--- src/sv/mexp_pkg.sv ---
// Shared constants and types for the modular exponentiation core.
// No dependencies.
package mexp_pkg;

   localparam int WIDTH     = 32;
   localparam int CNT_WIDTH = $clog2(WIDTH);

   typedef logic [WIDTH-1:0] word_type;

endpackage

--- src/sv/mexp_mulmod.sv ---
// Bit-serial modular multiplier: product = a * b mod m, one bit of b per cycle.
// Depends on mexp_pkg. Requires a < m and m held stable while busy.
module mexp_mulmod (
   input  logic              clock,
   input  logic              reset,
   input  logic              start,
   input  mexp_pkg::word_type a,
   input  mexp_pkg::word_type b,
   input  mexp_pkg::word_type m,
   output logic              done,
   output mexp_pkg::word_type product
);
   import mexp_pkg::*;

   logic                 busy_ff, busy_in;
   logic                 done_ff, done_in;
   logic [CNT_WIDTH-1:0] cnt_ff, cnt_in;
   word_type             acc_ff, acc_in;
   word_type             a_ff, a_in;
   word_type             b_ff, b_in;

   logic [WIDTH+1:0] sum;
   logic [WIDTH+1:0] m_ext;
   logic [WIDTH+1:0] m2_ext;
   logic [WIDTH+1:0] reduced;

   always_comb begin
      m_ext  = (WIDTH+2)'(m);
      m2_ext = {1'b0, m, 1'b0};
      sum    = {1'b0, acc_ff, 1'b0} + (b_ff[WIDTH-1] ? (WIDTH+2)'(a_ff) : '0);
      if (sum >= m2_ext) begin
         reduced = sum - m2_ext;
      end else if (sum >= m_ext) begin
         reduced = sum - m_ext;
      end else begin
         reduced = sum;
      end
   end

   always_comb begin
      busy_in = busy_ff;
      done_in = 1'b0;
      cnt_in  = cnt_ff;
      acc_in  = acc_ff;
      a_in    = a_ff;
      b_in    = b_ff;
      if (start) begin
         busy_in = 1'b1;
         cnt_in  = '0;
         acc_in  = '0;
         a_in    = a;
         b_in    = b;
      end else if (busy_ff) begin
         acc_in = reduced[WIDTH-1:0];
         b_in   = {b_ff[WIDTH-2:0], 1'b0};
         cnt_in = cnt_ff + 1'b1;
         if (cnt_ff == CNT_WIDTH'(WIDTH-1)) begin
            busy_in = 1'b0;
            done_in = 1'b1;
         end
      end
   end

   always_ff @(posedge clock) begin
      if (reset) begin
         busy_ff <= 1'b0;
         done_ff <= 1'b0;
         cnt_ff  <= '0;
      end else begin
         busy_ff <= busy_in;
         done_ff <= done_in;
         cnt_ff  <= cnt_in;
      end
      acc_ff <= acc_in;
      a_ff   <= a_in;
      b_ff   <= b_in;
   end

   assign done    = done_ff;
   assign product = acc_ff;

`ifndef SYNTHESIS
   a_no_restart: assert property (@(posedge clock) disable iff (reset)
      start |-> !busy_ff)
      else $error("mulmod started while busy");
   a_done_idle: assert property (@(posedge clock) disable iff (reset)
      done_ff |-> !busy_ff)
      else $error("mulmod done while still busy");
   a_acc_reduced: assert property (@(posedge clock) disable iff (reset)
      (busy_ff && $stable(m) && a_ff < m) |=> (acc_ff < m || !$stable(m)))
      else $error("mulmod accumulator not reduced");
   a_start_busy: assert property (@(posedge clock) disable iff (reset)
      start |=> busy_ff)
      else $error("mulmod did not go busy");
`endif

endmodule

--- src/sv/modular_exponentiation_core.sv ---
// Modular exponentiation core: base ** exponent mod modulus, right-to-left binary.
// Depends on mexp_pkg and mexp_mulmod (two instances: result and square).
//
// Usage: the request channel (req_valid/req_stall) carries base, exponent and
// modulus; the response channel (rsp_valid/rsp_stall) carries one result per
// request. A transfer happens on a rising edge with valid high and stall low.
// One request is in work at a time; req_stall is high while it is in work.
// Zero base, zero exponent or zero modulus go straight to the finish
// state. Otherwise the base is first reduced by one serial multiply, then
// each exponent bit up to the highest set bit costs one pass of the two
// serial multipliers running side by side, and the finish state hands the
// result to the output register. The run time is set by the bit-serial
// multiplier, one multiplier bit a cycle.
// The result sits in an output register: a new request is taken while a
// finished result is still stalled; if the next result finishes before the
// previous one is taken, the core waits until the output register frees.
// Reset (synchronous, active high) drops any request in work and rsp_valid.
module modular_exponentiation_core (
   input  logic        clock,
   input  logic        reset,
   input  logic        req_valid,
   output logic        req_stall,
   input  logic [31:0] req_base_value,
   input  logic [31:0] req_exponent,
   input  logic [31:0] req_modulus,
   output logic        rsp_valid,
   input  logic        rsp_stall,
   output logic [31:0] rsp_power_result
);
   import mexp_pkg::*;

   localparam logic [2:0] ST_IDLE    = 3'd0;
   localparam logic [2:0] ST_RED_GO  = 3'd1;
   localparam logic [2:0] ST_RED_WT  = 3'd2;
   localparam logic [2:0] ST_SQ_GO   = 3'd3;
   localparam logic [2:0] ST_SQ_WT   = 3'd4;
   localparam logic [2:0] ST_FINISH  = 3'd5;

   logic [2:0]  state_ff, state_in;
   word_type    base_ff, base_in;
   word_type    exp_ff, exp_in;
   word_type    mod_ff, mod_in;
   word_type    result_ff, result_in;
   word_type    square_ff, square_in;
   logic        rsp_valid_ff, rsp_valid_in;
   logic [31:0] rsp_data_ff, rsp_data_in;

   logic [63:0] base_wide, exp_wide, mod_wide, result_wide;
   logic        req_xfer;
   logic        start_r, start_s;
   word_type    r_a, r_b;
   logic        r_done, s_done;
   word_type    r_prod, s_prod;

   assign base_wide   = 64'(req_base_value);
   assign exp_wide    = 64'(req_exponent);
   assign mod_wide    = 64'(req_modulus);
   assign result_wide = 64'(result_ff);

   assign req_stall = (state_ff != ST_IDLE);
   assign req_xfer  = req_valid && !req_stall;

   assign start_r = (state_ff == ST_RED_GO) || (state_ff == ST_SQ_GO);
   assign start_s = (state_ff == ST_SQ_GO);
   assign r_a     = (state_ff == ST_RED_GO) ? WIDTH'(1) : result_ff;
   assign r_b     = (state_ff == ST_RED_GO) ? base_ff : square_ff;

   mexp_mulmod u_mul_r (
      .clock   (clock),
      .reset   (reset),
      .start   (start_r),
      .a       (r_a),
      .b       (r_b),
      .m       (mod_ff),
      .done    (r_done),
      .product (r_prod)
   );

   mexp_mulmod u_mul_s (
      .clock   (clock),
      .reset   (reset),
      .start   (start_s),
      .a       (square_ff),
      .b       (square_ff),
      .m       (mod_ff),
      .done    (s_done),
      .product (s_prod)
   );

   always_comb begin
      state_in     = state_ff;
      base_in      = base_ff;
      exp_in       = exp_ff;
      mod_in       = mod_ff;
      result_in    = result_ff;
      square_in    = square_ff;
      rsp_valid_in = rsp_valid_ff && rsp_stall;
      rsp_data_in  = rsp_data_ff;
      case (state_ff)
         ST_IDLE: begin
            if (req_xfer) begin
               base_in = base_wide[WIDTH-1:0];
               exp_in  = exp_wide[WIDTH-1:0];
               mod_in  = mod_wide[WIDTH-1:0];
               if (base_wide[WIDTH-1:0] == '0) begin
                  result_in = '0;
                  state_in  = ST_FINISH;
               end else if (exp_wide[WIDTH-1:0] == '0) begin
                  result_in = WIDTH'(1);
                  state_in  = ST_FINISH;
               end else if (mod_wide[WIDTH-1:0] == '0) begin
                  result_in = '0;
                  state_in  = ST_FINISH;
               end else begin
                  state_in = ST_RED_GO;
               end
            end
         end
         ST_RED_GO: begin
            state_in = ST_RED_WT;
         end
         ST_RED_WT: begin
            if (r_done) begin
               square_in = r_prod;
               result_in = (mod_ff == WIDTH'(1)) ? '0 : WIDTH'(1);
               state_in  = ST_SQ_GO;
            end
         end
         ST_SQ_GO: begin
            state_in = ST_SQ_WT;
         end
         ST_SQ_WT: begin
            if (s_done) begin
               if (exp_ff[0]) begin
                  result_in = r_prod;
               end
               square_in = s_prod;
               exp_in    = exp_ff >> 1;
               state_in  = ((exp_ff >> 1) == '0) ? ST_FINISH : ST_SQ_GO;
            end
         end
         ST_FINISH: begin
            if (!rsp_valid_ff || !rsp_stall) begin
               rsp_valid_in = 1'b1;
               rsp_data_in  = result_wide[31:0];
               state_in     = ST_IDLE;
            end
         end
         default: begin
            state_in = ST_IDLE;
         end
      endcase
   end

   always_ff @(posedge clock) begin
      if (reset) begin
         state_ff     <= ST_IDLE;
         rsp_valid_ff <= 1'b0;
      end else begin
         state_ff     <= state_in;
         rsp_valid_ff <= rsp_valid_in;
      end
      base_ff     <= base_in;
      exp_ff      <= exp_in;
      mod_ff      <= mod_in;
      result_ff   <= result_in;
      square_ff   <= square_in;
      rsp_data_ff <= rsp_data_in;
   end

   assign rsp_valid        = rsp_valid_ff;
   assign rsp_power_result = rsp_data_ff;

`ifndef SYNTHESIS
   a_mul_nonzero_mod: assert property (@(posedge clock) disable iff (reset)
      start_r |-> (mod_ff != '0))
      else $error("multiply started with zero modulus");
   a_units_in_step: assert property (@(posedge clock) disable iff (reset)
      (state_ff == ST_SQ_WT) |-> (r_done == s_done))
      else $error("result and square multipliers out of step");
   a_operands_reduced: assert property (@(posedge clock) disable iff (reset)
      start_s |-> (square_ff < mod_ff && result_ff < mod_ff))
      else $error("multiplier operand not reduced");
`endif

endmodule
--- config.mk ---
export PLATFORM = sky130hd
export DESIGN_NAME = modular_exponentiation_core
export DESIGN_NICKNAME = d
export VERILOG_FILES = /design/src/sv/mexp_pkg.sv /design/src/sv/mexp_mulmod.sv /design/src/sv/modular_exponentiation_core.sv
export SDC_FILE = /design/constraint.sdc
export NUM_CORES = 1
export LEC_CHECK = 0
export BUFFER_PORTS_ARGS = -buffer_cell sky130_fd_sc_hd__buf_2
export CORE_ASPECT_RATIO = 0.75
export CORE_MARGIN = 2
export CORE_UTILIZATION = 45
export DETAILED_ROUTE_END_ITERATION = 10
export PLACE_DENSITY = 0.63
export SYNTH_ARGS = -nofsm -noshare
export SYNTH_HDL_FRONTEND = slang
export SYNTH_SLANG_ARGS = --single-unit
--- constraint.sdc ---
create_clock -name clock -period 7 [get_ports clock]
set_clock_uncertainty 0.1 [all_clocks]
set_input_delay 0.35 -clock clock [delete_from_list [all_inputs] [get_ports clock]]
set_output_delay 0.35 -clock clock [all_outputs]
set_load 0.01 [all_outputs]
After elaboration in Yosys (flattened, before gate mapping)

Index checks and enable logic that the tools add are counted.

Logic and storage cells: 121
Bits of input ports: 100
Flip-flop bits (word level): 402
Output and inout bits: 34

Reductions and logical operators: 28
$lt $le $gt $ge: 4
Mux-type cells: 45
Add/sub/neg operators: 8
Bitwise gates (word level): 2
Eq/ne operators: 14

Operators with widths:

| kind                  | count |
|---|---|
| $mux W32              | 22 |
| $logic_not A32 Y1     | 4 |
| $pmux W32 S2          | 2 |
| $sub A32 B32 Y32      | 4 |
| $pmux W32 S3          | 1 |
| $add A33 B32 Y34      | 2 |
| $ge A34 B32 Y1        | 2 |
| $ge A34 B33 Y1        | 2 |
| $eq A32 B1 Y1 const B | 1 |
| $mux W3               | 8 |
| $pmux W3 S6           | 1 |
| $mux W1               | 11 |
| $add A5 B1 Y5 const B | 2 |
| $eq A5 B5 Y1 const B  | 2 |
| $reduce_bool A2 Y1    | 4 |
| $eq A3 B2 Y1 const B  | 2 |
| $eq A3 B3 Y1 const B  | 2 |
| $ne A2 B2 Y1 const B  | 3 |
| $reduce_and A3 Y1     | 2 |
| $reduce_and A6 Y1     | 1 |
| $reduce_bool A3 Y1    | 2 |
| $reduce_or A3 Y1      | 2 |
| $ne A2 B1 Y1 const B  | 2 |
| $ne A4 B4 Y1 const B  | 1 |
| other kinds (9)       | 16 |

Longest topological paths before layout

Depth in word-level cells: 6
Gate-level depth with buffers: 28
Mapped depth without buffers: 25

Cells and area by module

Synthesis repeated with hierarchy kept, for this count alone.

Cells, all modules: 2654
Area, all modules: 27187.3 um^2

Modules (own cells, without submodules):

| module                      | cells each | area an instance (um^2) | seq. area each (um^2) | instances |
|---|---|---|---|---|
| mexp_mulmod at u_mul_r      | 1134       | 9813.2                  | 2702.6                | 1 |
| mexp_mulmod at u_mul_s      | 1036       | 9273.9                  | 2702.6                | 1 |
| modular_exponentiation_core | 484        | 8100.3                  | 5845.6                | 1 |

Worst setup path after synthesis

OpenSTA, ideal clock, no wires.

Kind: register -> register
From: reg u_mul_s.b_ff[31]
To: reg u_mul_s.acc_ff[15], in the netlist u_mul_s.product[15]
Path buffers: 4
Stages on the path, launching flop included: 28
Data required time: 6.780 ns
Period minus slack after synthesis: 5.466 ns
Setup time: 0.120 ns
Setup slack: 1.534 ns
Arrival time: 5.246 ns
Path through: edfxtp_1 clkbuf_1 and2_1 ha_1 inv_1 fa_1 nand2b_1 a21oi_1 o31a_1 a31o_2 a211o_1 a21oi_1 o21ai_0 xor2_1 ha_1 and3_1 nand4_1 or3_1 nor4_1 a211o_1 a21o_1 a311o_1 clkbuf_1 clkbuf_1 clkbuf_1 nand2_1 o211ai_1 nand2_1

Longest elaborated chain between the ends: 5
Elaborated cells between the ends (all ways): 8
Classes of those cells: add/sub (3); order compare (2); mux (3)

Ends and longest elaborated chain:

| what                                               | RTL line                             | source |
|---|---|---|
| start, declared                                    | mexp_mulmod.sv:20                    | `word_type b_ff, b_in;` |
| start signal, assigned                             | mexp_mulmod.sv:76                    | `b_ff <= b_in;` |
| $mux W32 (*)                                       | mexp_mulmod.sv:30                    | `sum = {1'b0, acc_ff, 1'b0} + (b_ff[WIDTH-1] ? (WIDTH+2)'(a_ff) : '0);` |
| $add A33 B32 Y34 (*)                               | mexp_mulmod.sv:30                    |  |
| $sub A32 B32 Y32 or $ge A34 B32 Y1 (tied branches) | mexp_mulmod.sv:34, mexp_mulmod.sv:33 |  |
| $mux W32                                           | mexp_mulmod.sv:33                    | `end else if (sum >= m_ext) begin` |
| $mux W32 (*)                                       | mexp_mulmod.sv:31                    | `if (sum >= m2_ext) begin` |
| end signal, assigned                               | mexp_mulmod.sv:74                    | `acc_ff <= acc_in;` |
| end, declared                                      | mexp_mulmod.sv:18                    | `word_type acc_ff, acc_in;` |

Mark *: on every way between the ends. The rest lies on a longest branch, timed or not.
A chain may end at the register's enable or synchronous reset.

Final worst setup path

From: reg u_mul_r.acc_ff[0], in the netlist u_mul_r.product[0]
To: reg u_mul_r.acc_ff[20], in the netlist u_mul_r.product[20]

Longest elaborated chain between the ends: 4
Elaborated cells between the ends (all ways): 7
Classes of those cells: add/sub (3); order compare (2); mux (2)

Ends and longest elaborated chain:

| what                                               | RTL line |
|---|---|
| start, declared                                    | mexp_mulmod.sv:18 |
| start signal, assigned                             | mexp_mulmod.sv:74 |
| $add A33 B32 Y34 (*)                               | mexp_mulmod.sv:30 |
| $sub A32 B32 Y32 or $ge A34 B32 Y1 (tied branches) | mexp_mulmod.sv:34, mexp_mulmod.sv:33 |
| $mux W32                                           | mexp_mulmod.sv:33 |
| $mux W32 (*)                                       | mexp_mulmod.sv:31 |

Marked as above.

==> summary.md <==
| Metric | Value |
|---|---|
| Status | `completed` |
| Mapped cell area | `0.0262 mm^2` |
| Residual DRC | `0` |
| Chip Width | `282 um` |
| Worst setup path class | `flip-flop to flip-flop` |
| Core footprint | `0.0574 mm^2` |
| H-tree Lvls | `2` |
| CP startpoint kind | `flip-flop` |
| Final nets | `3125` |
| Worst-path cell chain | `ha_1 -> inv_1 -> fa_1 -> nand2b_1 -> a21oi_1 -> o21ai_0 -> o21ai_0 -> a21o_1 -> a21oi_1 -> xnor2_1 -> ha_1 -> and3_1 -> and4_1 -> nand2_1 -> o211ai_1 -> a22oi_1 -> a31oi_1 -> a31oi_2 -> nand3_2 -> buf_4 -> mux2_2 -> o21ai_0 -> a21oi_1` |
| Fin Setup TNS | `0 ns` |
| Worst R2R End | `u_mul_r.product[20]` |
| Maxcap violations | `0` |
| Crit Reg-Reg Startpoint | `u_mul_r.product[0]` |
| Critical path endpoint category | `flip-flop` |
| Final period utilization | `92.7%` |
| Total GRT Usage | `27.7%` |
| Post-synthesis sequential area ratio | `43.0%` |
| Fillers | `5225` |
| Multi-input logic area | `0.0143 mm^2` |
| Fmax achieved | `0.154 GHz` |
| Seq cells post-synth | `402` |
| Worst Path Required | `7.34 ns` |
| CP max stage delay | `0.52 ns` |
| First-pass DRT Iterations | `5` |
| RePlAce Congestion | `0.976` |
| Reg2reg path depth | `23` |
| Syn_area_per_cell | `10.0 um^2` |
| Most frequent cells in the layout | `edfxtp_1, nand2_1, a21oi_1` |
| Hold worst-path end | `exp_ff[11]` |
| FFs w/ async S/R, synth | `0%` |
| Largest area contributor in the netlist | `edfxtp_1` |
| I/O pins | `134` |
| Ratio of cells with drive above 1 in the final layout | `11.9%` |
| Initial antenna violation count | `19` |
| Leak | `12.4 nW` |
| Register Area | `0.0113 mm^2` |
| Clk_lat worst skew | `0.59 ns` |
| Root Buffer | `clkbuf_16` |
| Fin crit period | `6.49 ns` |
| Number of global-route vias before repair | `20705` |
| Bufs on Longest Clock Path | `3` |
| Relative slew margins | `27.2%` |
| Detailed Route Iter0 Violations | `1885` |
| Peak supply drop | `215 uV` |
| Die height | `213 um` |
| Worst Setup SP | `u_mul_r.product[0]` |
| Power Total | `0.0143 W` |
| Hold_ws | `0.0193 ns` |
| CP max stage cell | `dfxtp_1` |
| RSZ-0062 raised after global routing | `false` |
| Fin. Hold Viols | `0` |
| Share of the synthesized area in the top cell type | `36.7%` |
| Routed wirelength normalized by instance count | `23.2 um` |
| Pwr per Cell Area | `474 mW/mm^2` |
| Main flop type after synthesis | `edfxtp_1` |
| Distinct cells, synth | `86` |
| Placement Rows | `76` |
| Die area | `0.0601 mm^2` |
| DRT Wirelength | `84.6 mm` |
| CTS tree | `yes` |
| Largest cells by area after synthesis | `edfxtp_1, ha_1, dfxtp_1, a21oi_1, nand2_1` |
| R2R setup slack | `0.51 ns` |
| Gr ovfl total | `0` |
| Bufs and invs on worst path | `2` |
| Largest net degree at the start of global routing | `72` |
| Starting density of the core | `45.6%` |
| Family with the most delay on the worst path | `compound AO/OA/AOI/OAI gates` |
| Layout area overhead | `15.2%` |
| Routed Antenna Nets | `0` |
| Hold Path Cell Cnt | `2` |
| Final setup viols | `0` |
| Commonest non-fill, non-tap cell in the layout | `edfxtp_1` |
| Cells after Synth | `2613` |
| Synth warn | `0` |
| Clock-pin slew on the worst setup and hold paths | `0.06 ns` |
| Antenna Cells | `0` |
| Worst EP arrival | `6.83 ns` |
| TritonCTS Buffers | `42` |
| Worst Tran Pin Value | `1.09 ns` |
| Vias per cell | `5.96` |
| Sink Count | `402` |
| Hold_sp | `req_exponent[11]` |
| Vias | `21698` |
| Port Buffers | `133` |
| Setup Buffers After CTS | `0` |
| HP Class | `input pin to flip-flop` |
| DP HPWL | `64.3 mm` |
| Final Slew Violations | `0` |
| Post-synth EDFFs | `320` |
| Crit path max fanout | `13` |
| First-pass GRT wire length | `125 mm` |
| Synthesized netlist net count | `2913` |
cell families after synthesis:
kind of cell | Yosys count | synth area share (%)
and+or+nand+nor | 801 | 15.2
AOI/OAI and AO/OA | 712 | 17.6
DFF | 402 | 43.0
adders and majority gates | 200 | 9.74
buffers and inverters | 180 | 2.64
xor gates and xnor gates | 165 | 5.52
muxes | 153 | 6.25
synthesized netlist by cell type (22+ instances only):
| master | instances |
|---|---|
| xor2_1 | 60 |
| mux2i_1 | 79 |
| nand4_1 | 36 |
| nor2_1 | 124 |
| nand2b_1 | 24 |
| edfxtp_1 | 320 |
| dfxtp_1 | 82 |
| mux2_2 | 66 |
| nor4_1 | 44 |
| xnor2_1 | 105 |
| o21ai_0 | 133 |
| nor3_1 | 30 |
| o211ai_1 | 26 |
| a31oi_1 | 28 |
| nor2b_1 | 57 |
| a21o_1 | 86 |
| ha_1 | 194 |
| a21oi_1 | 212 |
| nand3_1 | 47 |
| nand2_1 | 270 |
| inv_1 | 95 |
| clkbuf_1 | 66 |
| o21a_1 | 22 |
| and2_1 | 105 |
per-layer routing:
metal	global-route usage, %	vias to the layer above	share of wire [%]
met5	0	-	0.032
met4	8.10	4	2.7
met3	3.58	142	6.5
met2	45.7	784	47
met1	38.2	10594	44
li1	-	10174	-
cell type report:
class,count,area share [%]
multi-input cells,2031,47.4
flip-flops and latches,402,37.3
repair buffers,251,5.92
clock buffers,51,3.67
well taps,780,3.24
clock inverters,27,1.23
inverters,97,1.21
flip-flops by register name, summed over array words and instances, names as in the netlist, 3 cells and up:
| name | flops |
|---|---|
| base_ff | 32 |
| exp_ff | 32 |
| mod_ff | 32 |
| result_ff | 32 |
| rsp_power_result | 32 |
| square_ff | 32 |
| u_mul_r.a_ff | 32 |
| u_mul_r.b_ff | 32 |
| u_mul_r.product | 32 |
| u_mul_s.a_ff | 32 |
| u_mul_s.b_ff | 32 |
| u_mul_s.product | 32 |
| u_mul_r.cnt_ff | 5 |
| u_mul_s.cnt_ff | 5 |
| state_ff | 3 |
worst max-delay path by stage:
stage | slack [ns] | endpoint | cells after the start
6_report | 0.51 | u_mul_r.product[20] | 23
5_1_grt | 0.1 | u_mul_r.product[20] | 23
4_1_cts | 0.43 | u_mul_r.product[20] | 25
3_5_place_dp | 0.46 | u_mul_r.product[20] | 25
3_3_place_gp | 0.49 | u_mul_r.product[20] | 25
2_1_floorplan | 1.53 | u_mul_s.product[15] | 27
timing repair:
item	4_1_cts	5_1_grt
resized for setup	0	2
setup endpoints to repair	0	6
endpoints found under the hold margin	92	0
hold buffers	88	0
stage by stage:
stage               setup slack, ns  utilization, %  cell area, um^2  instances
finish                        0.510            52.5            30100       3639
global route                 0.0968            52.5            30100       3639
CTS                           0.427            52.5            30100       3639
detailed placement            0.457            48.4            27800       3473
global placement              0.494            48.3            27800       3473
floorplan                      1.53               -            26200       2613
power breakdown:
group / switching [W] / total, W / internal, W
Combinational: 0.00510 / 0.00850 / 0.00340
Clock: 0.00100 / 0.00241 / 0.00140
Sequential: 0.000435 / 0.00338 / 0.00295
Total: 0.00654 / 0.0143 / 0.00775
Note: power is estimated with default switching activity, not from simulation.
